## src/rtl/cidh_pkg.sv

```systemverilog
// ----------------------------------------------------------------------------
// cidh_pkg
// Types, constants and helper functions for the flow community ID hash.
// ----------------------------------------------------------------------------
package cidh_pkg;

  typedef logic [15:0][31:0] word16_t;

  typedef struct packed {
    logic [31:0] a;
    logic [31:0] b;
    logic [31:0] c;
    logic [31:0] d;
    logic [31:0] e;
    word16_t     w;
  } sha_st_t;

  typedef struct packed {
    logic    valid;
    sha_st_t st;
  } cell_bus_t;

  localparam logic [31:0] H0 = 32'h67452301;
  localparam logic [31:0] H1 = 32'hEFCDAB89;
  localparam logic [31:0] H2 = 32'h98BADCFE;
  localparam logic [31:0] H3 = 32'h10325476;
  localparam logic [31:0] H4 = 32'hC3D2E1F0;

  localparam int unsigned NumRounds = 80;
  localparam logic [15:0] IdPrefix = 16'h313A;
  localparam logic [7:0]  PadChar  = 8'h3D;

  function automatic logic [31:0] round_f(input logic [6:0] rnd, input logic [31:0] b,
                                          input logic [31:0] c, input logic [31:0] d);
    logic [31:0] f;
    if (rnd < 7'd20) begin
      f = (b & c) | (~b & d);
    end else if (rnd < 7'd40) begin
      f = b ^ c ^ d;
    end else if (rnd < 7'd60) begin
      f = (b & c) | (b & d) | (c & d);
    end else begin
      f = b ^ c ^ d;
    end
    return f;
  endfunction

  function automatic logic [31:0] round_k(input logic [6:0] rnd);
    logic [31:0] k;
    if (rnd < 7'd20) begin
      k = 32'h5A827999;
    end else if (rnd < 7'd40) begin
      k = 32'h6ED9EBA1;
    end else if (rnd < 7'd60) begin
      k = 32'h8F1BBCDC;
    end else begin
      k = 32'hCA62C1D6;
    end
    return k;
  endfunction

  function automatic logic [7:0] b64_char(input logic [5:0] v);
    logic [7:0] ch;
    if (v < 6'd26) begin
      ch = 8'h41 + {2'b00, v};
    end else if (v < 6'd52) begin
      ch = 8'h61 + {2'b00, v - 6'd26};
    end else if (v < 6'd62) begin
      ch = 8'h30 + {2'b00, v - 6'd52};
    end else if (v == 6'd62) begin
      ch = 8'h2B;
    end else begin
      ch = 8'h2F;
    end
    return ch;
  endfunction

endpackage

```

## src/rtl/cidh_prep.sv

```systemverilog
// ----------------------------------------------------------------------------
// cidh_prep
// Orders the flow endpoints and builds the padded SHA-1 block.
// ----------------------------------------------------------------------------
module cidh_prep (
  input  logic               clk,
  input  logic               rst_n,
  input  logic               accept,
  input  logic [15:0]        seed,
  input  logic               is_ipv6,
  input  logic [63:0]        src_addr_hi,
  input  logic [63:0]        src_addr_lo,
  input  logic [63:0]        dst_addr_hi,
  input  logic [63:0]        dst_addr_lo,
  input  logic [15:0]        src_port,
  input  logic [15:0]        dst_port,
  input  logic [7:0]         proto_num,
  output cidh_pkg::cell_bus_t bus_out
);
  import cidh_pkg::*;

  logic [127:0] sa;
  logic [127:0] da;
  logic         lt;
  logic         eq;
  logic         src_first;
  logic [127:0] fa;
  logic [127:0] sa2;
  logic [15:0]  fp;
  logic [15:0]  sp2;
  logic [511:0] blk;
  cell_bus_t    bus_r;
  cell_bus_t    bus_nxt;

  always_comb begin
    sa  = is_ipv6 ? {src_addr_hi, src_addr_lo} : {96'd0, src_addr_lo[31:0]};
    da  = is_ipv6 ? {dst_addr_hi, dst_addr_lo} : {96'd0, dst_addr_lo[31:0]};
    lt  = sa < da;
    eq  = sa == da;
    src_first = lt || (eq && (src_port < dst_port));
    fa  = src_first ? sa : da;
    sa2 = src_first ? da : sa;
    fp  = src_first ? src_port : dst_port;
    sp2 = src_first ? dst_port : src_port;
    if (is_ipv6) begin
      blk = {seed, fa, sa2, proto_num, 8'h00, fp, sp2, 8'h80, 120'd0, 64'd320};
    end else begin
      blk = {seed, fa[31:0], sa2[31:0], proto_num, 8'h00, fp, sp2, 8'h80, 312'd0,
             64'd128};
    end
    bus_nxt.valid = accept;
    bus_nxt.st.a  = H0;
    bus_nxt.st.b  = H1;
    bus_nxt.st.c  = H2;
    bus_nxt.st.d  = H3;
    bus_nxt.st.e  = H4;
    for (int j = 0; j < 16; j++) begin
      bus_nxt.st.w[j] = blk[511 - 32*j -: 32];
    end
  end

  always_ff @(posedge clk) begin
    if (!rst_n) begin
      bus_r.valid <= 1'b0;
    end else begin
      bus_r.valid <= bus_nxt.valid;
    end
    bus_r.st <= bus_nxt.st;
  end

  assign bus_out = bus_r;

endmodule

```

## config.mk

```make
export PLATFORM = sky130hd
export DESIGN_NAME = cidh_prep
export DESIGN_NICKNAME = d
export VERILOG_FILES = /design/src/rtl/cidh_pkg.sv /design/src/rtl/cidh_prep.sv
export SDC_FILE = /design/constraint.sdc
export NUM_CORES = 1
export LEC_CHECK = 0
export BUFFER_PORTS_ARGS = -buffer_cell sky130_fd_sc_hd__buf_2
export CORE_AREA = 2 2 384 386
export CTS_CLUSTER_DIAMETER = 30
export DETAILED_ROUTE_END_ITERATION = 6
export DIE_AREA = 0 0 386 388
export GPL_TIMING_DRIVEN = 0
export MAX_ROUTING_LAYER = met4
export PLACE_DENSITY = 0.37
export SYNTH_ARGS = -nofsm -noshare
export SYNTH_HDL_FRONTEND = slang
export SYNTH_SLANG_ARGS = --single-unit
```

## constraint.sdc

```tcl
create_clock -name clk -period 13.6 [get_ports clk]
set_clock_uncertainty 0.1 [all_clocks]
set_input_delay 4.08 -clock clk [delete_from_list [all_inputs] [get_ports clk]]
set_output_delay 4.08 -clock clk [all_outputs]
set_load 0.03 [all_outputs]
```

# After elaboration in Yosys (flattened, before gate mapping)
# Index checks and enable logic that the tools add are counted.
# word_totals
ff_bits,513
input_bits,316
output_inout_bits,673
word_cells,31
# classes
magnitude_cmp,2
eq_ne,1
muxes,7
reduce_logical,2
# op_table
cell,count
128-bit 2-to-1 mux,4
496-bit 2-to-1 mux,1
128-bit == test,1
128-bit less-than comparator,1
16-bit 2-to-1 mux,2
16-bit less-than comparator,1
1-bit logical AND,1
1-bit logical OR,1

# Logic depth before layout (Yosys ltp)
# depth
depth_word,6
ltp_mapped,20
ltp_nobuf,12

# Worst setup path before layout
# No wires, ideal clock.
# synth_timing
path_kind,input to register
start,input port is_ipv6
end,"register bus_r, in the netlist bus_out[148]"
setup_ns,0.141
arrival_ns,7.928
required_time_ns,13.359
slack_ns,5.431
path_stages,19
path_buffers,9
cell_sequence,clkbuf_1 -> clkbuf_1 -> clkbuf_1 -> buf_1 -> buf_1 -> nand2_1 -> ha_1 -> nand4_1 -> nor4_2 -> and3_1 -> a211oi_1 -> o221a_1 -> buf_6 -> a21o_1 -> buf_6 -> buf_6 -> buf_2 -> nand3_1 -> o31ai_2
# synth_between
elab_chain_cells,5
elab_cells_between_ends,7
classes_between,order compare (1); eq/ne (1); mux (3); reduce/logical (2)
# synth_rtl
element,line,text
"start, declared",cidh_prep.sv:10,"input logic is_ipv6,"
branches (longest 5 deep; another with 128-bit less-than comparator),--,
"end, declared",cidh_prep.sv:32,cell_bus_t bus_r;
# Parallel ways; which one is timed is not known.
# A chain may end at the register's enable or synchronous reset.

# Final worst setup path
# layout_timing
start,input port is_ipv6
end,"register bus_r, in the netlist bus_out[108]"
# layout_between
elab_chain_cells,6
elab_cells_between_ends,9
classes_between,order compare (1); eq/ne (1); mux (5); reduce/logical (2)
# layout_rtl
element,line,text
branches (longest 5 deep; another with 128-bit less-than comparator),--,
496-bit 2-to-1 mux (*),cidh_prep.sv:45,if (is_ipv6) begin
via blk[396],cidh_prep.sv:31,logic [511:0] blk;
# Mark *: on every way through the listed nets, which the timed path passes.

==> results.yml <==
outcome:
  outcome: "finished, final reports clean"
synth:
  synth_top_cell_area_share_pct: 31.6
  synth_area_leader_cell: "dfxtp_1"
  yosysSeqAreaShare_pct: 31.6
  syn_avg_cell_area_um2: 7.66
  synth-seq-cells: 315
  ys_async_sr_fraction_pct: 0
  ys_top_cells_by_area: "dfxtp_1, buf_4, ha_1"
  synth_cell_types: 58
  ys_warn_count: 0
  ys.flop_type: "dfxtp_1"
  synthCells: 2608
  synth_edf_count: 0
  syn_area_um2: 20000
power_and_ir_drop:
  power_frac_comb_pct: 27.3
  p_seq_share_pct: 20.6
  power_density_nw_per_um2: 173
  finalPower_mw: 5.34
  swShare_pct: 35.0
  p_switching_mw: 1.87
  internal_power_mw: 3.47
  p_leak_nw: 16.0
  p_clk_share_pct: 52.0
  peakVddDrop_mv: 0.102
global_routing:
  antenna_found_initial: 34
  grt_use_met2_pct: 32.9
  met3_usage_pct: 4.83
  busiest_layer: "met2"
  grt_pass1_wl_um: 189000
  grt_pass1_vias: 22100
  grt_overflow: 0
  gr-usage-all-layers_pct: 19.2
  grt_util_met1_pct: 21.4
  grt_max_degree: 15
floorplan:
  die-area_um2: 150000
  core_area_um2: 145000
  start_util_pct: 13.8
  std_cell_rows: 140
  chipWidth_um: 386
  io_pins: 989
  die_h_um: 388
sta:
  tightest_slew_ps: 1430
  grt_setup_unrepaired: "no"
  relSlewSlack_pct: 4.39
  fin_crit_sh_pct: 89.8
  setup_tns_ps: 0
  worst_slack_ps: 1380
  setup_viol: 0
  fin_crit_ps: 12220
  timing.fmax_mhz: 81.8
  holdWs_ps: 3380
  finalHoldViolCount: 0
  drv_slew: 0
setup_path:
  critical_path_class: "input port to flip-flop"
  startpoint: "is_ipv6"
  crit_fanout: 10
  cp-end-kind: "flip-flop"
  crit_required_ps: 14020
  crit_arrival_ps: 12640
  endpoint: "bus_out[108]"
  cp-start-kind: "input port"
cells_and_area:
  design_area_um2: 31000
  fin_cells: 5725
  largest_reg_flops: 315
  area_growth_pct: 54.9
  fin_util_pct: 21.3
  drive_gt1_share_pct: 34.2
  nets: 4161
clock_network:
  cts_resized: 0
  root_buffer: "clkbuf_16"
  cts_max_level: 3
  hold_buffers: 0
  cts_setup_buffers: 0
  cts_tree: "yes"
  cts_made_buffers: 106
  clkTransAtPathRegs_ps: 50
  cts.sinks: 315
  clockBufferDepth: 3
job:
  cap_violations: 0
place:
  detailedPlace.worstSlack_ps: 619
  portBuffers: 632
  place_area_um2: 26900
  dp_hpwl_um: 122000
  placedCellCount: 5511
  gp_congestion: 0.885
detailed_routing:
  drc: 0
  drt_iter0_drc: 1410
  drtAntennaViolNets: 0
  viasPerCell: 3.94
  wl_um: 146000
  routedWlPerCell_um: 25.5
  firstDrtPassIters: 6
  vias: 22600
worst_hold_path:
  hold_path.class: "input port to flip-flop"
  hold_start: "seed[11]"
==> metal layers <==
layer | vias to the layer above | wire (um)
li1 | 10500 | -
met1 | 10700 | 57000
met2 | 1103 | 72200
met3 | 200 | 11600
met4 | 0 | 4890
met5 | - | 0
==> worst max-delay path: stages <==
cell and delay, ps:
buf_2 90, clkbuf_1 680, buf_1 610, clkbuf_1 630, clkbuf_1 730, clkbuf_1 570, nand2_1 140, ha_1 360
nand4_1 250, nor4_1 870, nand4_1 540, nand2b_1 350, nor4_1 1000, a211o_1 200, buf_2 360, buf_2 380
nor2_1 70, nor3_1 670
==> worst min path at each step <==
stage / slack, ps / cells past startpoint / to
3_5_place_dp: 4080 / 1 / bus_out[31]
6_report: 3380 / 1 / bus_out[27]
2_1_floorplan: 4010 / 0 / bus_out[16]
4_1_cts: 3320 / 1 / bus_out[21]
5_1_grt: 3350 / 1 / bus_out[21]
3_3_place_gp: 4080 / 1 / bus_out[20]
==> power groups by stage <==
stage	clock, mW	sequential, mW	combinational, mW
2_1_floorplan	0	1.39	0.591
3_3_place_gp	0	1.12	1.47
3_5_place_dp	0	1.12	1.47
4_1_cts	2.83	1.10	1.47
5_1_grt	2.88	1.11	1.55
6_report	2.78	1.10	1.46
==> cells in the mapped netlist (all sizes together) (14+ instances only) <==
cell,number
o211a,49
clkbuf,78
nand2,451
o21ai,210
nand3,201
nor2,93
inv,146
nor2b,34
buf,443
dfxtp,315
nor3,23
o211ai,71
a31o,14
o31ai,30
ha,143
a21oi,138
and3,14
nand4,38
o41ai,16
==> layout by cell type, fill, tap and decap left out, types with 10 or more instances in the layout <==
cell,n
buf_2,670
nand2_1,451
buf_4,362
conb_1,356
dfxtp_1,315
nand3_1,201
inv_1,146
ha_1,143
a21oi_1,138
clkbuf_16,107
o21ai_1,106
o21ai_0,104
nor2_1,93
clkbuf_1,88
o211ai_1,69
o211a_1,49
nand4_1,38
nor2b_1,34
buf_1,32
o31ai_2,30
clkbuf_8,26
bufinv_16,25
nor3_1,22
diode_2,18
clkinv_2,18
o41ai_1,16
and3_1,14
a31o_2,14
nor4_1,11
buf_6,11
a21o_1,10
and2_1,10
==> cell type report <==
class,count,area (um^2)
flip-flops and latches,315,6310
fillers,16500,114000
plain buffers,521,3450
clock inverters,52,953
diodes,18,45.0
clock buffers,144,3080
inverters,147,552
multi-input cells,1979,11000
repair buffers,632,3160
well taps,1917,2400
==> cell families after synthesis <==
logic type / after synthesis / share of synthesized area, %
other cells: 2 / 0.0376
simple gates: 903 / 20.2
flops: 315 / 31.6
buf+inv: 668 / 20.0
compound gates: 577 / 19.2
fa+ha+maj: 143 / 8.95
Power figures use the tool's default switching activity.
