## src/rtl/cidh_pkg.sv

```systemverilog
// ----------------------------------------------------------------------------
// cidh_pkg
// Types, constants and helper functions for the flow community ID hash.
// ----------------------------------------------------------------------------
package cidh_pkg;

  typedef logic [15:0][31:0] word16_t;

  typedef struct packed {
    logic [31:0] a;
    logic [31:0] b;
    logic [31:0] c;
    logic [31:0] d;
    logic [31:0] e;
    word16_t     w;
  } sha_st_t;

  typedef struct packed {
    logic    valid;
    sha_st_t st;
  } cell_bus_t;

  localparam logic [31:0] H0 = 32'h67452301;
  localparam logic [31:0] H1 = 32'hEFCDAB89;
  localparam logic [31:0] H2 = 32'h98BADCFE;
  localparam logic [31:0] H3 = 32'h10325476;
  localparam logic [31:0] H4 = 32'hC3D2E1F0;

  localparam int unsigned NumRounds = 80;
  localparam logic [15:0] IdPrefix = 16'h313A;
  localparam logic [7:0]  PadChar  = 8'h3D;

  function automatic logic [31:0] round_f(input logic [6:0] rnd, input logic [31:0] b,
                                          input logic [31:0] c, input logic [31:0] d);
    logic [31:0] f;
    if (rnd < 7'd20) begin
      f = (b & c) | (~b & d);
    end else if (rnd < 7'd40) begin
      f = b ^ c ^ d;
    end else if (rnd < 7'd60) begin
      f = (b & c) | (b & d) | (c & d);
    end else begin
      f = b ^ c ^ d;
    end
    return f;
  endfunction

  function automatic logic [31:0] round_k(input logic [6:0] rnd);
    logic [31:0] k;
    if (rnd < 7'd20) begin
      k = 32'h5A827999;
    end else if (rnd < 7'd40) begin
      k = 32'h6ED9EBA1;
    end else if (rnd < 7'd60) begin
      k = 32'h8F1BBCDC;
    end else begin
      k = 32'hCA62C1D6;
    end
    return k;
  endfunction

  function automatic logic [7:0] b64_char(input logic [5:0] v);
    logic [7:0] ch;
    if (v < 6'd26) begin
      ch = 8'h41 + {2'b00, v};
    end else if (v < 6'd52) begin
      ch = 8'h61 + {2'b00, v - 6'd26};
    end else if (v < 6'd62) begin
      ch = 8'h30 + {2'b00, v - 6'd52};
    end else if (v == 6'd62) begin
      ch = 8'h2B;
    end else begin
      ch = 8'h2F;
    end
    return ch;
  endfunction

endpackage

```

## src/rtl/cidh_cell.sv

```systemverilog
// ----------------------------------------------------------------------------
// cidh_cell
// One SHA-1 round with its sliding message schedule window.
// ----------------------------------------------------------------------------
module cidh_cell (
  input  logic                clk,
  input  logic                rst_n,
  input  logic [6:0]          round_idx,
  input  cidh_pkg::cell_bus_t bus_in,
  output cidh_pkg::cell_bus_t bus_out
);
  import cidh_pkg::*;

  logic [31:0] t;
  logic [31:0] wn;
  cell_bus_t   bus_r;
  cell_bus_t   bus_nxt;

  always_comb begin
    t = {bus_in.st.a[26:0], bus_in.st.a[31:27]}
        + round_f(round_idx, bus_in.st.b, bus_in.st.c, bus_in.st.d)
        + bus_in.st.e + round_k(round_idx) + bus_in.st.w[0];
    wn = bus_in.st.w[13] ^ bus_in.st.w[8] ^ bus_in.st.w[2] ^ bus_in.st.w[0];
    bus_nxt.valid = bus_in.valid;
    bus_nxt.st.a  = t;
    bus_nxt.st.b  = bus_in.st.a;
    bus_nxt.st.c  = {bus_in.st.b[1:0], bus_in.st.b[31:2]};
    bus_nxt.st.d  = bus_in.st.c;
    bus_nxt.st.e  = bus_in.st.d;
    for (int j = 0; j < 15; j++) begin
      bus_nxt.st.w[j] = bus_in.st.w[j + 1];
    end
    bus_nxt.st.w[15] = {wn[30:0], wn[31]};
  end

  always_ff @(posedge clk) begin
    if (!rst_n) begin
      bus_r.valid <= 1'b0;
    end else begin
      bus_r.valid <= bus_nxt.valid;
    end
    bus_r.st <= bus_nxt.st;
  end

  assign bus_out = bus_r;

endmodule

```

## config.mk

```make
export PLATFORM = sky130hd
export DESIGN_NAME = cidh_cell
export DESIGN_NICKNAME = d
export VERILOG_FILES = /design/src/rtl/cidh_pkg.sv /design/src/rtl/cidh_cell.sv
export SDC_FILE = /design/constraint.sdc
export NUM_CORES = 1
export LEC_CHECK = 0
export BUFFER_PORTS_ARGS = -buffer_cell sky130_fd_sc_hd__buf_2
export CAP_MARGIN = 20
export CELL_PAD_IN_SITES_DETAIL_PLACEMENT = 1
export CELL_PAD_IN_SITES_GLOBAL_PLACEMENT = 2
export CORE_AREA = 2 2 534 536
export CTS_CLUSTER_SIZE = 20
export DETAILED_ROUTE_END_ITERATION = 10
export DIE_AREA = 0 0 536 538
export HOLD_SLACK_MARGIN = 0.03
export MAX_ROUTING_LAYER = met4
export PLACE_DENSITY_LB_ADDON = 0.1
export SETUP_SLACK_MARGIN = 0.3
export SLEW_MARGIN = 20
export SYNTH_ARGS = -nofsm -noshare
export SYNTH_HDL_FRONTEND = slang
export SYNTH_SLANG_ARGS = --single-unit
```

## constraint.sdc

```tcl
create_clock -name clk -period 7.8 [get_ports clk]
set_input_delay 0.78 -clock clk [delete_from_list [all_inputs] [get_ports clk]]
set_output_delay 0.78 -clock clk [all_outputs]
set_load 0.02 [all_outputs]
```

Word level (Yosys, flattened, before mapping)
Cells that the tools add are included.
Word-level totals
  latch bits: 0
  memories: 0
  bits in read-only memories: 0
  word-level logic and storage cells: 48
  register bits: 673
  input port bits: 682
  bits in writable memories: 0
  output and inout port bits: 673
Cells by class
  add/sub/neg operators: 4
  shifts and indexed selects: 0
  $mul: 0
  mux-type cells: 6
  reduce and logical (&&, ||, !) cells: 0
  divide/modulo/power cells: 0
  bitwise gates (word level): 13
  order comparisons: 3
  equality and inequality tests: 0
Operators by type and width (count)
  $mux 32: 5
  $xor 32x32->32: 5
  $add 32x32->32: 4
  $and 32x32->32: 4
  $or 32x32->32: 3
  $not 32->32: 1
  $mux 31: 1
  $lt 7x6->1 const B: 2
  $lt 7x5->1 const B: 1

Logic depth before layout (Yosys ltp)
  word-level depth: 10
  depth in mapped cells: 20
  depth with buffers taken out: 18

Worst setup path before layout
OpenSTA, ideal clock, no wires.
  path kind: in2reg
  from: in round_idx[3]
  to: reg bus_r, in the netlist bus_out[669]
  stages: 17
  arrival: 5.063 ns
  setup time: 0.127 ns
  required time: 7.673 ns
  path slack: 2.609 ns
  buffers on the path: 1
  path through: and3_1 > nor3_1 > nor2_1 > clkbuf_1 > a221oi_1 > fa_1 > inv_1 > fa_1 > ha_1 > fa_1 > a21o_1 > a221o_2 > nand3_1 > a31oi_1 > a2111oi_0 > nor3_1 > xor2_1
Between the ends
  longest elaborated chain between the ends: 8
  elaborated cells on any way between the ends: 13
  classes of those cells: 4 x add/sub; 3 x order compare; 6 x mux
RTL lines
  from (decl): RTL line cidh_cell.sv:8  | input logic [6:0] round_idx,
  $lt 7x6->1: RTL line cidh_pkg.sv:40, cidh_pkg.sv:54
  $mux 32: RTL line cidh_pkg.sv:40  | end else if (rnd < 7'd60) begin
  $mux 32: RTL line cidh_pkg.sv:38  | end else if (rnd < 7'd40) begin
  $mux 32: RTL line cidh_pkg.sv:36  | if (rnd < 7'd20) begin
  $add 32x32->32: RTL line cidh_cell.sv:21  | + round_f(round_idx, bus_in.st.b, bus_in.st.c, bus_in.st.d)
  $add 32x32->32: RTL line cidh_cell.sv:22  | + bus_in.st.e + round_k(round_idx) + bus_in.st.w[0];
  $add 32x32->32 (*) (2 in a row): RTL line cidh_cell.sv:22
  net t[29]: RTL line cidh_cell.sv:14  | logic [31:0] t;
  to (decl): RTL line cidh_cell.sv:16  | cell_bus_t bus_r;
The timed path passes the listed nets; every way through them passes the cells marked *.
A chain may end at the register's enable or synchronous reset.

Final worst setup path
  from: in round_idx[4]
  to: reg bus_r, in the netlist bus_out[670]
The elaborated chain is that of the path after synthesis.

==> results.sh <==
export IMPL_drc_errors=0
export IMPL_worstPathRequired_ns=8.41
export IMPL_clk_pin_slew_worst_paths_ns=0.06
export IMPL_synthesis_nets=2262
export IMPL_mostFrequentLayoutCells="1,352 x buf_2, 673 x dfxtp_1, 456 x dlygate4sd3_1"
export IMPL_grt_pass1_vias=20500
export IMPL_initial_core_util_pct=7.04
export IMPL_drt_pass1_iterations=4
export IMPL_rows=196
export IMPL_core_area_mm2=0.283
export IMPL_dp_cells=6534
export IMPL_async_flop_share_pct=0
export IMPL_rsz0062_at_grt="false"
export IMPL_clockBufferDepth=4
export IMPL_synth_ff_type="dfxtp_1"
export IMPL_syn_instance_count=1423
export IMPL_cts_tree="built"
export IMPL_ys_seq_area_share_pct=67.5
export IMPL_yosys_warnings=0
export IMPL_leakagePower_uw=0.0177
export IMPL_critPathMaxStageDelay_ns=0.72
export IMPL_cp_start_kind="input port"
export IMPL_power_density_mw_per_mm2=304
export IMPL_status="finished clean"
export IMPL_hold_path_endpoint="bus_out[589]"
export IMPL_maxSlewViolCount=0
export IMPL_worst_setup_path_type="input port to flip-flop"
export IMPL_io_buffer_count=1352
export IMPL_clock_root_buffer="clkbuf_16"
export IMPL_viasPerCell=2.51
export IMPL_max_clock_freq_ghz=0.175
export IMPL_path_common_cell="o21ai_0"
export IMPL_clkSinkCount=673
export IMPL_min_path_cells=1
export IMPL_setup_tns_ns=0
export IMPL_ios=1355
export IMPL_crit_chain="buf_2 > o21ai_0 > nor3_2 > nor2_4 > inv_2 > buf_4 > o21ai_0 > fa_1 > ha_1 > a21oi_1 > o221ai_1 > a221oi_2 > a21oi_2 > a2111oi_4 > o31ai_1 > xor2_1"
export IMPL_hold_start="bus_in[623]"
export IMPL_track_usage_pct=11.9
export IMPL_worst_pin_slew_ns=0.884
export IMPL_hp_class="input port to flip-flop"
export IMPL_largest_register_ffs=673
export IMPL_wl_per_cell_um=24.0
export IMPL_hold_viol_final=0
export IMPL_end_kind="flip-flop"
export IMPL_synth_edf_count=0
export IMPL_setup_violations=0
export IMPL_period_share_pct=73.4
export IMPL_synth_area_mm2=0.0200
export IMPL_synth_area_per_cell_um2=14.0
export IMPL_worstPathArrival_ns=6.33
export IMPL_synth_cell_type_count=53
export IMPL_die_area_mm2=0.288
export IMPL_die_h_um=538
export IMPL_layout_commonest_cell="buf_2"
export IMPL_fillCellCount=33000
export IMPL_ant_nets=0
export IMPL_drive_above_1_share_pct=45.3
export IMPL_grt_pass1_wl_um=216000
export IMPL_drt_iter0_markers=400
export IMPL_wl_um=173000
export IMPL_period_needed_ns=5.72
export IMPL_gp_congestion=0.800
export IMPL_antenna_found_initial=75
export IMPL_hpwlAfterDp_um=151000
export IMPL_max_slew_margin_pct=40.9
export IMPL_cp_slowest_cell="nor2_4"
export IMPL_nets=4171
export IMPL_syn2layout_area_growth_pct=97.6
export IMPL_stdcell_count=7231
export IMPL_cts_made_buffers=102
export IMPL_ys_seq_elements=673
export IMPL_dieWidth_um=536
export IMPL_peakVddDrop_mv=0.150
export IMPL_cp_max_fo=18
export IMPL_via_count=18100
export IMPL_overflow=0
export IMPL_drv_cap=0
export IMPL_grt_max_degree=23
export IMPL_ctsResizeCount=0
export IMPL_ctsHtreeMaxLevel=3
-- worst max-delay path, delay by kind of cell --
family	cells	cell delay (ns)
compound gates	8	2.88
simple gates	2	0.90
fa+ha+maj	2	0.81
buf+inv	3	0.73
xor+xnor	1	0.18
-- synth_stat cells (2+ instances only) --
master,count,area (um^2)
nor2b_1,6,37.5
a21oi_2,2,17.5
a211oi_1,3,22.5
o211ai_1,4,30.0
and2_1,3,18.8
a31oi_1,4,25.0
ha_1,37,463
o21bai_1,2,15.0
clkbuf_1,14,52.6
a221oi_1,8,70.1
o21ai_1,2,10.0
nor3b_1,3,22.5
buf_2,3,15.0
nor3_1,9,45.0
xor2_1,42,368
o21ai_0,10,50.1
o22ai_1,10,62.6
a21oi_1,25,125
inv_1,180,676
o31ai_1,2,15.0
mux2i_1,23,230
xnor2_1,86,753
nor2_1,54,203
a2111oi_0,4,35.0
and3_1,5,31.3
mux2_2,8,90.1
a21o_1,8,60.1
nand2_1,24,90.1
nand3_1,9,45.0
a221o_1,14,140
dfxtp_1,673,13500
o221ai_1,4,35.0
nand4_1,3,18.8
fa_1,120,2400
-- report_power, final --
group | leakage [uW] | internal (uW) | switching [uW]
registers | 0.00568 | 3760 | 75.0
logic | 0.0104 | 1310 | 2250
clock network | 0.00157 | 2700 | 1910
-- layer usage --
layer | global-route usage [%] | share of wire [%] | vias to the layer above
met4 | 2.94 | 2.4 | 0
li1 | - | - | 8428
met5 | - | 0 | -
met1 | 12.4 | 37 | 8661
met3 | 3.86 | 8.2 | 168
met2 | 21.5 | 52 | 869
-- logic make-up (layout without fill, tap and decap cells) --
kind of cell,count (synthesis),count (layout),share of synthesized area [%]
adder cells (fa/ha/maj),157,157,14.4
AO/OA/AOI/OAI,115,115,4.39
multiplexers,31,31,1.61
buffers and inverters,199,2180,3.80
XOR/XNOR,128,128,5.62
other,0,65,0
AND/OR/NAND/NOR,120,120,2.70
flip-flops,673,673,67.5
-- repair_timing --
action	in CTS	in global routing
hold buffers	456	0
buffers inserted	0	0
endpoints found under the setup margin	0	0
hold endpoints to repair	456	0
-- area by class of cell --
cell class	count	area, um^2	share of cell area (%)
clock buffer	146	2900	7.35
timing repair buffer	1823	11400	29.0
multi-input combinational	551	5750	14.6
antenna	65	163	0.413
sequential	673	13500	34.2
inverter	181	681	1.73
clock inverter	30	317	0.803
tap	3762	4710	11.9
-- worst max path at each step --
stage / slack, ns / endpoint / from / cells after the start
after floorplan: 2.61 / bus_out[669] / round_idx[3] / 17
after global placement: 0.75 / bus_out[670] / round_idx[4] / 16
after detailed placement: 0.69 / bus_out[670] / round_idx[4] / 16
after CTS: 1.53 / bus_out[670] / round_idx[4] / 16
after global routing: 1.42 / bus_out[670] / round_idx[4] / 16
final: 2.08 / bus_out[670] / round_idx[4] / 16
-- per-stage QoR --
stage / cell area [um^2] / worst slack, ns / utilization [%] / hold slack [ns] / total power (uW)
2_1_floorplan: 20000 / 2.61 / - / 0.808 / 5780
5_1_grt: 39400 / 1.42 / 13.9 / 0.0640 / 12800
3_5_place_dp: 31500 / 0.692 / 11.1 / 0.884 / 7460
6_report: 39400 / 2.08 / 13.9 / 0.131 / 12000
3_3_place_gp: 31500 / 0.752 / 11.1 / 0.883 / 7490
4_1_cts: 39300 / 1.53 / 13.9 / 0.0304 / 12500
No activity file was read; power rests on OpenSTA's default activity.
