`src/rtl/cidh_pkg.sv`:
```
// ----------------------------------------------------------------------------
// cidh_pkg
// Types, constants and helper functions for the flow community ID hash.
// ----------------------------------------------------------------------------
package cidh_pkg;

  typedef logic [15:0][31:0] word16_t;

  typedef struct packed {
    logic [31:0] a;
    logic [31:0] b;
    logic [31:0] c;
    logic [31:0] d;
    logic [31:0] e;
    word16_t     w;
  } sha_st_t;

  typedef struct packed {
    logic    valid;
    sha_st_t st;
  } cell_bus_t;

  localparam logic [31:0] H0 = 32'h67452301;
  localparam logic [31:0] H1 = 32'hEFCDAB89;
  localparam logic [31:0] H2 = 32'h98BADCFE;
  localparam logic [31:0] H3 = 32'h10325476;
  localparam logic [31:0] H4 = 32'hC3D2E1F0;

  localparam int unsigned NumRounds = 80;
  localparam logic [15:0] IdPrefix = 16'h313A;
  localparam logic [7:0]  PadChar  = 8'h3D;

  function automatic logic [31:0] round_f(input logic [6:0] rnd, input logic [31:0] b,
                                          input logic [31:0] c, input logic [31:0] d);
    logic [31:0] f;
    if (rnd < 7'd20) begin
      f = (b & c) | (~b & d);
    end else if (rnd < 7'd40) begin
      f = b ^ c ^ d;
    end else if (rnd < 7'd60) begin
      f = (b & c) | (b & d) | (c & d);
    end else begin
      f = b ^ c ^ d;
    end
    return f;
  endfunction

  function automatic logic [31:0] round_k(input logic [6:0] rnd);
    logic [31:0] k;
    if (rnd < 7'd20) begin
      k = 32'h5A827999;
    end else if (rnd < 7'd40) begin
      k = 32'h6ED9EBA1;
    end else if (rnd < 7'd60) begin
      k = 32'h8F1BBCDC;
    end else begin
      k = 32'hCA62C1D6;
    end
    return k;
  endfunction

  function automatic logic [7:0] b64_char(input logic [5:0] v);
    logic [7:0] ch;
    if (v < 6'd26) begin
      ch = 8'h41 + {2'b00, v};
    end else if (v < 6'd52) begin
      ch = 8'h61 + {2'b00, v - 6'd26};
    end else if (v < 6'd62) begin
      ch = 8'h30 + {2'b00, v - 6'd52};
    end else if (v == 6'd62) begin
      ch = 8'h2B;
    end else begin
      ch = 8'h2F;
    end
    return ch;
  endfunction

endpackage

```
`src/rtl/cidh_out.sv`:
```
// ----------------------------------------------------------------------------
// cidh_out
// Final digest addition, Base64 text and four-word serializer.
// ----------------------------------------------------------------------------
module cidh_out (
  input  logic                clk,
  input  logic                rst_n,
  input  cidh_pkg::cell_bus_t bus_in,
  output logic                strobe,
  output logic [63:0]         text_chunk,
  output logic [3:0]          chunk_bytes,
  output logic                last
);
  import cidh_pkg::*;

  logic         dig_v_r;
  logic [159:0] digest_r;
  logic [161:0] ext;
  logic [239:0] text;
  logic [239:0] text_r;
  logic [2:0]   cnt_r;
  logic         strobe_r;
  logic [63:0]  chunk_r;
  logic [3:0]   bytes_r;
  logic         last_r;

  always_ff @(posedge clk) begin
    if (!rst_n) begin
      dig_v_r <= 1'b0;
    end else begin
      dig_v_r <= bus_in.valid;
    end
    digest_r <= {H0 + bus_in.st.a, H1 + bus_in.st.b, H2 + bus_in.st.c,
                 H3 + bus_in.st.d, H4 + bus_in.st.e};
  end

  always_comb begin
    ext = {digest_r, 2'b00};
    text[239:224] = IdPrefix;
    for (int j = 0; j < 27; j++) begin
      text[223 - 8*j -: 8] = b64_char(ext[161 - 6*j -: 6]);
    end
    text[7:0] = PadChar;
  end

  always_ff @(posedge clk) begin
    if (!rst_n) begin
      cnt_r    <= 3'd0;
      strobe_r <= 1'b0;
    end else begin
      strobe_r <= cnt_r != 3'd0;
      if (dig_v_r) begin
        cnt_r <= 3'd4;
      end else if (cnt_r != 3'd0) begin
        cnt_r <= cnt_r - 3'd1;
      end
    end
    if (dig_v_r) begin
      text_r <= text;
    end else if (cnt_r != 3'd0) begin
      text_r <= {text_r[175:0], 64'd0};
    end
    chunk_r <= text_r[239:176];
    bytes_r <= (cnt_r == 3'd1) ? 4'd6 : 4'd8;
    last_r  <= cnt_r == 3'd1;
  end

  assign strobe      = strobe_r;
  assign text_chunk  = chunk_r;
  assign chunk_bytes = bytes_r;
  assign last        = last_r;

endmodule

```
`config.mk`:
```
export PLATFORM = sky130hd
export DESIGN_NAME = cidh_out
export DESIGN_NICKNAME = d
export VERILOG_FILES = /design/src/rtl/cidh_pkg.sv /design/src/rtl/cidh_out.sv
export SDC_FILE = /design/constraint.sdc
export NUM_CORES = 1
export LEC_CHECK = 0
export BUFFER_PORTS_ARGS = -buffer_cell sky130_fd_sc_hd__buf_2
export CAP_MARGIN = 10
export CORE_AREA = 2 2 292 294
export DETAILED_ROUTE_END_ITERATION = 10
export DIE_AREA = 0 0 294 296
export GPL_ROUTABILITY_DRIVEN = 0
export GPL_TIMING_DRIVEN = 1
export PLACE_DENSITY = 0.66
export SYNTH_ARGS = -nofsm -noshare
export SYNTH_HDL_FRONTEND = slang
export SYNTH_SLANG_ARGS = --single-unit
```
`constraint.sdc`:
```
create_clock -name clk -period 9.3 [get_ports clk]
set_clock_uncertainty 0.15 [all_clocks]
set_input_delay 1.86 -clock clk [delete_from_list [all_inputs] [get_ports clk]]
set_output_delay 1.86 -clock clk [all_outputs]
set_load 0.02 [all_outputs]
```
# Yosys cells after proc, flatten, opt, wreduce, memory -nomap -nowiden
# Index checks and enable logic that the tools add are counted.
[totals]
ff_bits = 471
latchBits = 0
ramBits = 0
rom_bits = 0
inputBits = 675
out_inout_bits = 70
elab_cells = 375
memories = 0
[op_classes]
n_addsub = 141
mul = 0
n_div = 0
magnitude_cmp = 81
eq_ne = 27
shifts = 0
muxes = 112
bitwise_logic = 1
n_reduce_logical = 3
[ops]
columns = ["op", "count"]
rows = [
  ["$mux 224", 2],
  ["$add 7x6->8 const A", 54],
  ["$mux 8", 54],
  ["$lt 6x6->1 const B", 54],
  ["$add 6x6->7 const A", 27],
  ["$mux 7", 27],
  ["$lt 6x5->1 const B", 27],
  ["$sub 6x5->6 const B", 27],
  ["$sub 6x6->6 const B", 27],
  ["$eq 6x6->1 const B", 26],
  ["$add 32x32->32 const A", 3],
  ["$mux 3", 28],
  ["$add 29x32->32 const A", 1],
  ["$add 31x32->32 const A", 1],
  ["$mux 4", 1],
  ["$eq 3x1->1 const B", 1],
  ["$reduce_bool 3->1", 1],
  ["$sub 3x1->3 const B", 1],
  ["$reduce_bool 2->1", 1],
  ["$reduce_or 2->1", 1],
  ["$not 1->1", 1],
]

# Depth between registers and ports, before layout
# Gate-level depths: netlist (run 1).
[depth]
ltp_word = 6
ltp_mapped = 9
ltp_nobuf = 8

# Least setup slack after synthesis (run 1)
# Ideal clock, no wire load.
[synth_path]
kind = "reg2reg"
startpoint = "reg cnt_r[0]"
endpoint = "reg text_r[100] (enable)"
setup_ns = 1.687
arrival_ns = 4.726
required_ns = 7.463
slack_ns = 2.737
stages_incl_launch_ff = 7
n_path_buf = 2
period_less_slack_ns = 6.563
cell_sequence = "dfxtp_1 > inv_1 > ha_1 > nor2b_1 > clkbuf_1 > clkbuf_1 > nand2_1"
[synth_between]
elab_chain_len = 2
[synth_lines]
columns = ["item", "line_no", "rtl"]
rows = [
  ["start, declared", "cidh_out.sv:21", "logic [2:0] cnt_r;"],
  ["start signal, assigned", "cidh_out.sv:55", "cnt_r <= cnt_r - 3'd1;"],
  ["$reduce_bool 3->1", "cidh_out.sv:60", "end else if (cnt_r != 3'd0) begin"],
  ["$reduce_bool 2->1 (no line)", "-", ""],
  ["end signal, assigned", "cidh_out.sv:59", "text_r <= text;"],
  ["end signal, assigned", "cidh_out.sv:61", "text_r <= {text_r[175:0], 64'd0};"],
  ["end, declared", "cidh_out.sv:20", "logic [239:0] text_r;"],
]
# Every way passes these cells.
# A chain may end at the register's enable or synchronous reset.

# Final worst setup path (run 1)
[layout_path]
startpoint = "reg dig_v_r"
endpoint = "reg text_r[122] (enable)"
[layout_between]
elab_chain_len = 1
[layout_lines]
columns = ["item", "line_no", "rtl"]
rows = [
  ["start, declared", "cidh_out.sv:16", "logic dig_v_r;"],
  ["start signal, assigned", "cidh_out.sv:31", "dig_v_r <= bus_in.valid;"],
  ["$reduce_bool 2->1 (no line)", "-", ""],
]
# Every way passes these cells.

==> results of run 1 <==
==> path summary, 6_finish.rpt <==
path / cells after the start / from / slack (ps) / end
worst min register to register: 0 / text_r[182] / 180 / text_chunk[6]
worst min-delay path: 0 / text_r[182] / 180 / text_chunk[6]
worst max-delay path: 4 / dig_v_r / 5100 / text_r[122]
worst max register to register: 4 / dig_v_r / 5100 / text_r[122]
==> placed cells by master, fill, tap and decap left out, types with 29 or more instances in the layout <==
cell / count
inv_1: 153
o21ai_0: 202
dfxtp_1: 247
a21o_1: 56
a211oi_1: 61
o211ai_1: 63
nand4_1: 49
a21oi_1: 185
xor2_1: 224
nor2_1: 179
nor3_1: 33
nand3b_1: 40
nand2_1: 371
xnor2_1: 173
buf_2: 231
a211o_1: 29
nand3_1: 87
clkbuf_16: 53
edfxtp_1: 216
ha_1: 271
==> power by group through the flow <==
stage,clock network [W],registers [W],logic [W]
2_1_floorplan,0,0.00364,0.00163
3_3_place_gp,0,0.00361,0.00253
3_5_place_dp,0,0.00362,0.00255
4_1_cts,0.00213,0.00359,0.00257
5_1_grt,0.00221,0.00365,0.00285
6_report,0.00209,0.00358,0.00257
==> kinds of logic after synthesis <==
group                    share of synthesized area (%)
AND/OR/NAND/NOR                                  14.82
adder cells (fa/ha/maj)                          11.58
buffers and inverters                            3.799
other                                          0.01281
AO/OA/AOI/OAI                                    17.89
XOR/XNOR                                         11.87
flip-flops                                       39.11
multiplexers                                    0.9230
==> Yosys cell counts, types with 22 or more instances <==
cell / number / area [sq um]
xor2_1: 224 / 1962
a211oi_1: 61 / 457.9
inv_1: 153 / 574.3
nor3b_1: 22 / 165.2
ha_1: 271 / 3391
a21oi_1: 185 / 925.9
a21o_1: 56 / 420.4
nand3b_1: 40 / 300.3
edfxtp_1: 216 / 6486
dfxtp_1: 248 / 4965
o211ai_1: 63 / 473.0
a211o_1: 29 / 254.0
clkbuf_1: 112 / 420.4
nor3_1: 33 / 165.2
nand2_1: 372 / 1396
xnor2_1: 173 / 1515
nand4_1: 49 / 306.5
mux2i_1: 27 / 270.3
nor2_1: 180 / 675.7
o21ai_0: 202 / 1011
nand3_1: 87 / 435.4
==> state kept, by name, indices dropped and copies added (netlist names) <==
| signal | cells |
|---|---|
| chunk_bytes | 2 |
| cnt_r | 3 |
| dig_v_r | 1 |
| digest_r | 160 |
| strobe | 1 |
| text_chunk | 64 |
| text_r | 233 |
==> worst max-delay path: stages (launching register included) <==
cell,delay [ps]
dfxtp_4,670
buf_4,630
inv_2,550
nand2_4,790
buf_4,870
==> final cells by class <==
type	count	area, sq um	share of cell area, %
multi-input cells	2403	16740	50.57
flip-flops and latches	464	11450	34.61
clock buffers	68	1413	4.268
well taps	1090	1364	4.120
repair buffers	240	1224	3.697
inverters	154	578.1	1.746
clock inverters	27	325.3	0.9828
diodes	1	2.502	0.007560
==> metal layers <==
layer	track usage (%)	part of all wire [%]	up-vias
met5	0	0.042	-
met4	6.745	3.6	6
met3	2.840	6.2	123
met2	28.22	44	734
met1	25.41	46	11150
li1	-	-	11610
==> per-stage QoR <==
stage	setup WS, ps	instance area (sq um)
floorplan	2737	29280
detailed placement	4998	31360
CTS	5124	33100
finish	5103	33100
global placement	5011	31360
global route	4784	33100
==> results.cfg, run 1 <==
[status]
outcome = finished, final reports clean

[clocking]
insertion_delay_ps = 620
cts_buffer_depth = 3
cts_setup_buffers = 0
ctsHtreeMaxLevel = 2
post_cts_resized = 0
numClockSinks = 464
cts-root-buf = clkbuf_16
cts_buffers = 51
cts_tree = done
hold_buffers = 0
clk_pin_slew_ps = 60

[logic_synthesis]
ys_ff_latch = 464
ys_seq_area_share_pct = 39.11
ys.flop_type = dfxtp_1
syn-cell-area_sq_mm = 0.02928
yosysWarnings = 0
synth.avg_cell_area_sq_um = 9.278
synth_cell_types = 83
synth_nets = 4102
postSynthCellCount = 3156
synth-async-reset-ratio_pct = 0
synth_edf_count = 216

[final_layout]
final_util_pct = 39.31
area_growth_pct = 13.04
layout.nets = 4260
fillers = 8304
drive_gt1_share_pct = 11.26
finalNonFillerCells = 4447

[floorplan]
pin_count = 745
core_area_sq_mm = 0.08421
die_h_um = 296
initial_utilization_pct = 34.77
core.rowCount = 107
die_w_um = 294
die_area_sq_mm = 0.08702

[power]
power.density_mw_per_mm2 = 248.9
clock_power_share_pct = 25.3
switching_share_pct = 37.09
switching_power_w = 0.003055
seqPwrFrac_pct = 43.5
p_leak_nw = 13.93
comb_power_share_pct = 31.2
p_int_w = 0.005182
power_w = 0.008237
peakVddDrop_mv = 0.1914

[drt]
routed_wirelength_mm = 81.02
first_pass_iters = 6
avgViaCountPerCell = 5.311
routedWlPerCell_um = 18.22
vias = 23620
antenna_left = 0
detail_route.iter0.violations = 1849
route.detailed.drc = 0

[global_routing]
grt_antenna_before_repair = 7
grt_max_degree = 79
grt_overflow = 0
grt_pass1_vias = 22000
grtUsageTotal_pct = 18.16
grt_pass1_wl_mm = 124.8

[sta]
whs_ps = 179.6
rsz0062_at_grt = no
worst_pin_slew_ps = 992.5
finalCritPeriodShare_pct = 45.13
hold_viol_final = 0
slew_violations = 0
setup_tns_ps = 0
setup_viol = 0
fmax_mhz = 238.3
fin_crit_ps = 4197
maxSlewHeadroom_pct = 33.83

[critical_path]
crit_type = reg2reg
arrival_ps = 4260
worst-path-max-fanout = 77
required_ps = 9360
start_kind = flop
critPathCaptureType = flop

[worst_hold_path]
hold_class = reg2reg

[job]
cap_violations = 0

[place]
portBuffers = 231
hpwl_mm = 61.35
numPlacedInstances = 4351
No activity file was read; power rests on OpenSTA's default activity.
==> run 2, diff against run 1 <==
--- a/config.mk
+++ b/config.mk
@@ -7,12 +7,12 @@
 export LEC_CHECK = 0
 export BUFFER_PORTS_ARGS = -buffer_cell sky130_fd_sc_hd__buf_2
 export CAP_MARGIN = 10
-export CORE_AREA = 2 2 292 294
+export CORE_AREA = 2 2 287 289
 export DETAILED_ROUTE_END_ITERATION = 10
-export DIE_AREA = 0 0 294 296
+export DIE_AREA = 0 0 289 291
 export GPL_ROUTABILITY_DRIVEN = 0
 export GPL_TIMING_DRIVEN = 1
-export PLACE_DENSITY = 0.66
+export PLACE_DENSITY = 0.7
 export SYNTH_ARGS = -nofsm -noshare
 export SYNTH_HDL_FRONTEND = slang
 export SYNTH_SLANG_ARGS = --single-unit
==> constraint.sdc (replaced) <==
create_clock -name clk -period 3.85 [get_ports clk]
set_clock_uncertainty 0.15 [all_clocks]
set_input_delay 0.77 -clock clk [delete_from_list [all_inputs] [get_ports clk]]
set_output_delay 0.77 -clock clk [all_outputs]
set_load 0.02 [all_outputs]
==> run 2 against run 1 <==
Effect of this change:
- sequential cell count did not move
- critical path depth increased by 3
- via count barely moved
- routed wire length grew 0.38%
- combinational power up 150%
- core utilization increased by 1.6 points
- cell count down 0.25%
- setup slack worse by 3900 ps
- worst hold slack got worse by 34 ps
- global-route usage up 0.66 points
- maximum frequency rose by 60%
- count of clock-buffer cells in the layout down 4
- highest routed layer is now met4
==> results.cfg, run 2 (synthesis results as in run 1) <==
[status]
outcome = finished, final reports clean

[worst_hold_path]
min_from = bus_in[576]
hold_class = in2reg

[sta]
worst_pin_slew_ps = 1063
fmax_mhz = 381.5
fin_crit_ps = 2621
maxSlewHeadroom_pct = 28.46
slew_violations = 0
rsz0062_at_grt = no
setup_viol = 0
setup_tns_ps = 0
hold_viol_final = 0
finalCritPeriodShare_pct = 68.08

[critical_path]
worst-path-max-fanout = 9
cp_cell_sequence = inv_1, ha_1, a21o_1, a21oi_1, a21oi_1, o221a_2, o21ai_0
critPathCaptureType = flop
start_kind = flop
path_buf_inv = 1
arrival_ps = 2850
critPathLaunch = digest_r[42]
worst_path_dominant_cell_family = compound AO/OA/AOI/OAI gates
cp_slowest_cell = a21oi_1
cpPeakStageDelay_ps = 560
reg2reg_from = digest_r[42]
cp_common_cell = a21oi_1
crit_type = reg2reg
required_ps = 4080

[global_routing]
grt_pass1_wl_mm = 125.3
grt_pass1_vias = 22170
grt_overflow = 0
grt_antenna_before_repair = 1
grtUsageTotal_pct = 18.83
grt_max_degree = 109

[final_layout]
final_cell_mix = 371 x nand2_1, 271 x ha_1, 247 x dfxtp_1
largest_register_ffs = 233
final_util_pct = 40.95
area_growth_pct = 13.53
layout.nets = 4268
final_common_cell = nand2_1
drive_gt1_share_pct = 11.75
regMostFlops = text_r

[drt]
antenna_left = 0
avgViaCountPerCell = 5.324
vias = 23620
route.detailed.drc = 0
first_pass_iters = 6
routedWlPerCell_um = 18.33
detail_route.iter0.violations = 2392
routed_wirelength_mm = 81.33

[clocking]
clk_pin_slew_ps = 60
cts_setup_buffers = 0
numClockSinks = 464
cts_buffers = 50
post_cts_resized = 0
insertion_delay_ps = 600
cts-root-buf = clkbuf_16
cts_buffer_depth = 3
ctsHtreeMaxLevel = 2
hold_buffers = 0
cts_tree = done

[floorplan]
initial_utilization_pct = 36.07
core_area_sq_mm = 0.08119
die_w_um = 289
core.rowCount = 105
die_h_um = 291
die_area_sq_mm = 0.08410
pin_count = 745

[power]
p_leak_nw = 14.02
peakVddDrop_mv = 0.3991
power.density_mw_per_mm2 = 604.2

[place]
hpwl_mm = 61.45
portBuffers = 231

[job]
cap_violations = 0
-- run 2: changes by cell type in the layout (fill, tap and decap cells not counted), sizes merged --
| cell | change |
|---|---|
| buf | +9 |
| bufinv | -2 |
| clkbuf | -4 |
| clkinv | +2 |
| clkinvlp | +1 |
| diode | +2 |
| inv | +1 |
-- run 2: worst paths after layout --
kind | cells past startpoint | endpoint | slack, ps
worst max-delay path | 7 | text_r[66] | 1230
worst min-delay path | 1 | digest_r[64] | 150
worst max register to register | 7 | text_r[66] | 1230
worst min register to register | 0 | text_chunk[44] | 190
-- run 2: through the flow --
| step | area [sq um] | setup slack, ps | power, W | hold WS (ps) | cells |
|---|---|---|---|---|---|
| after detailed placement | 31490 | 649.8 | 0.01512 | 176.9 | 4340 |
| final | 33240 | 1229 | 0.02009 | 145.2 | 4436 |
| after floorplan | 29290 | 522.6 | 0.01249 | 173.3 | 3156 |
| after CTS | 33240 | 1277 | 0.02021 | 115.7 | 4433 |
| after global routing | 33240 | 1062 | 0.02116 | 130.3 | 4433 |
| after global placement | 31490 | 635.2 | 0.01501 | 175.5 | 4340 |
-- run 2: layer usage --
layer  up-vias  track usage [%]  wire (um)
met5         -                0          0
met4         0            8.185       3678
met3       133            2.187       4854
met2       788            29.36      35820
met1     11100            26.16      36980
li1      11600                -          -
-- run 2: area by class of cell --
cell class                      instances  area, sq um
Fill cell                            7970        47950
Multi-Input combinational cell       2403        16750
Sequential cell                       464        11450
Clock buffer                           64         1481
Timing Repair Buffer                  249         1366
Tap cell                             1070         1339
Inverter                              154        578.1
Clock inverter                         29        270.3
Antenna cell                            3        7.507
-- run 2: power by group --
group,switching (W),internal (W),total (W)
sequential,0.00117,0.00749,0.00866
clock,0.00208,0.00295,0.00503
combinational,0.00419,0.00220,0.00639
total,0.00744,0.0126,0.0201
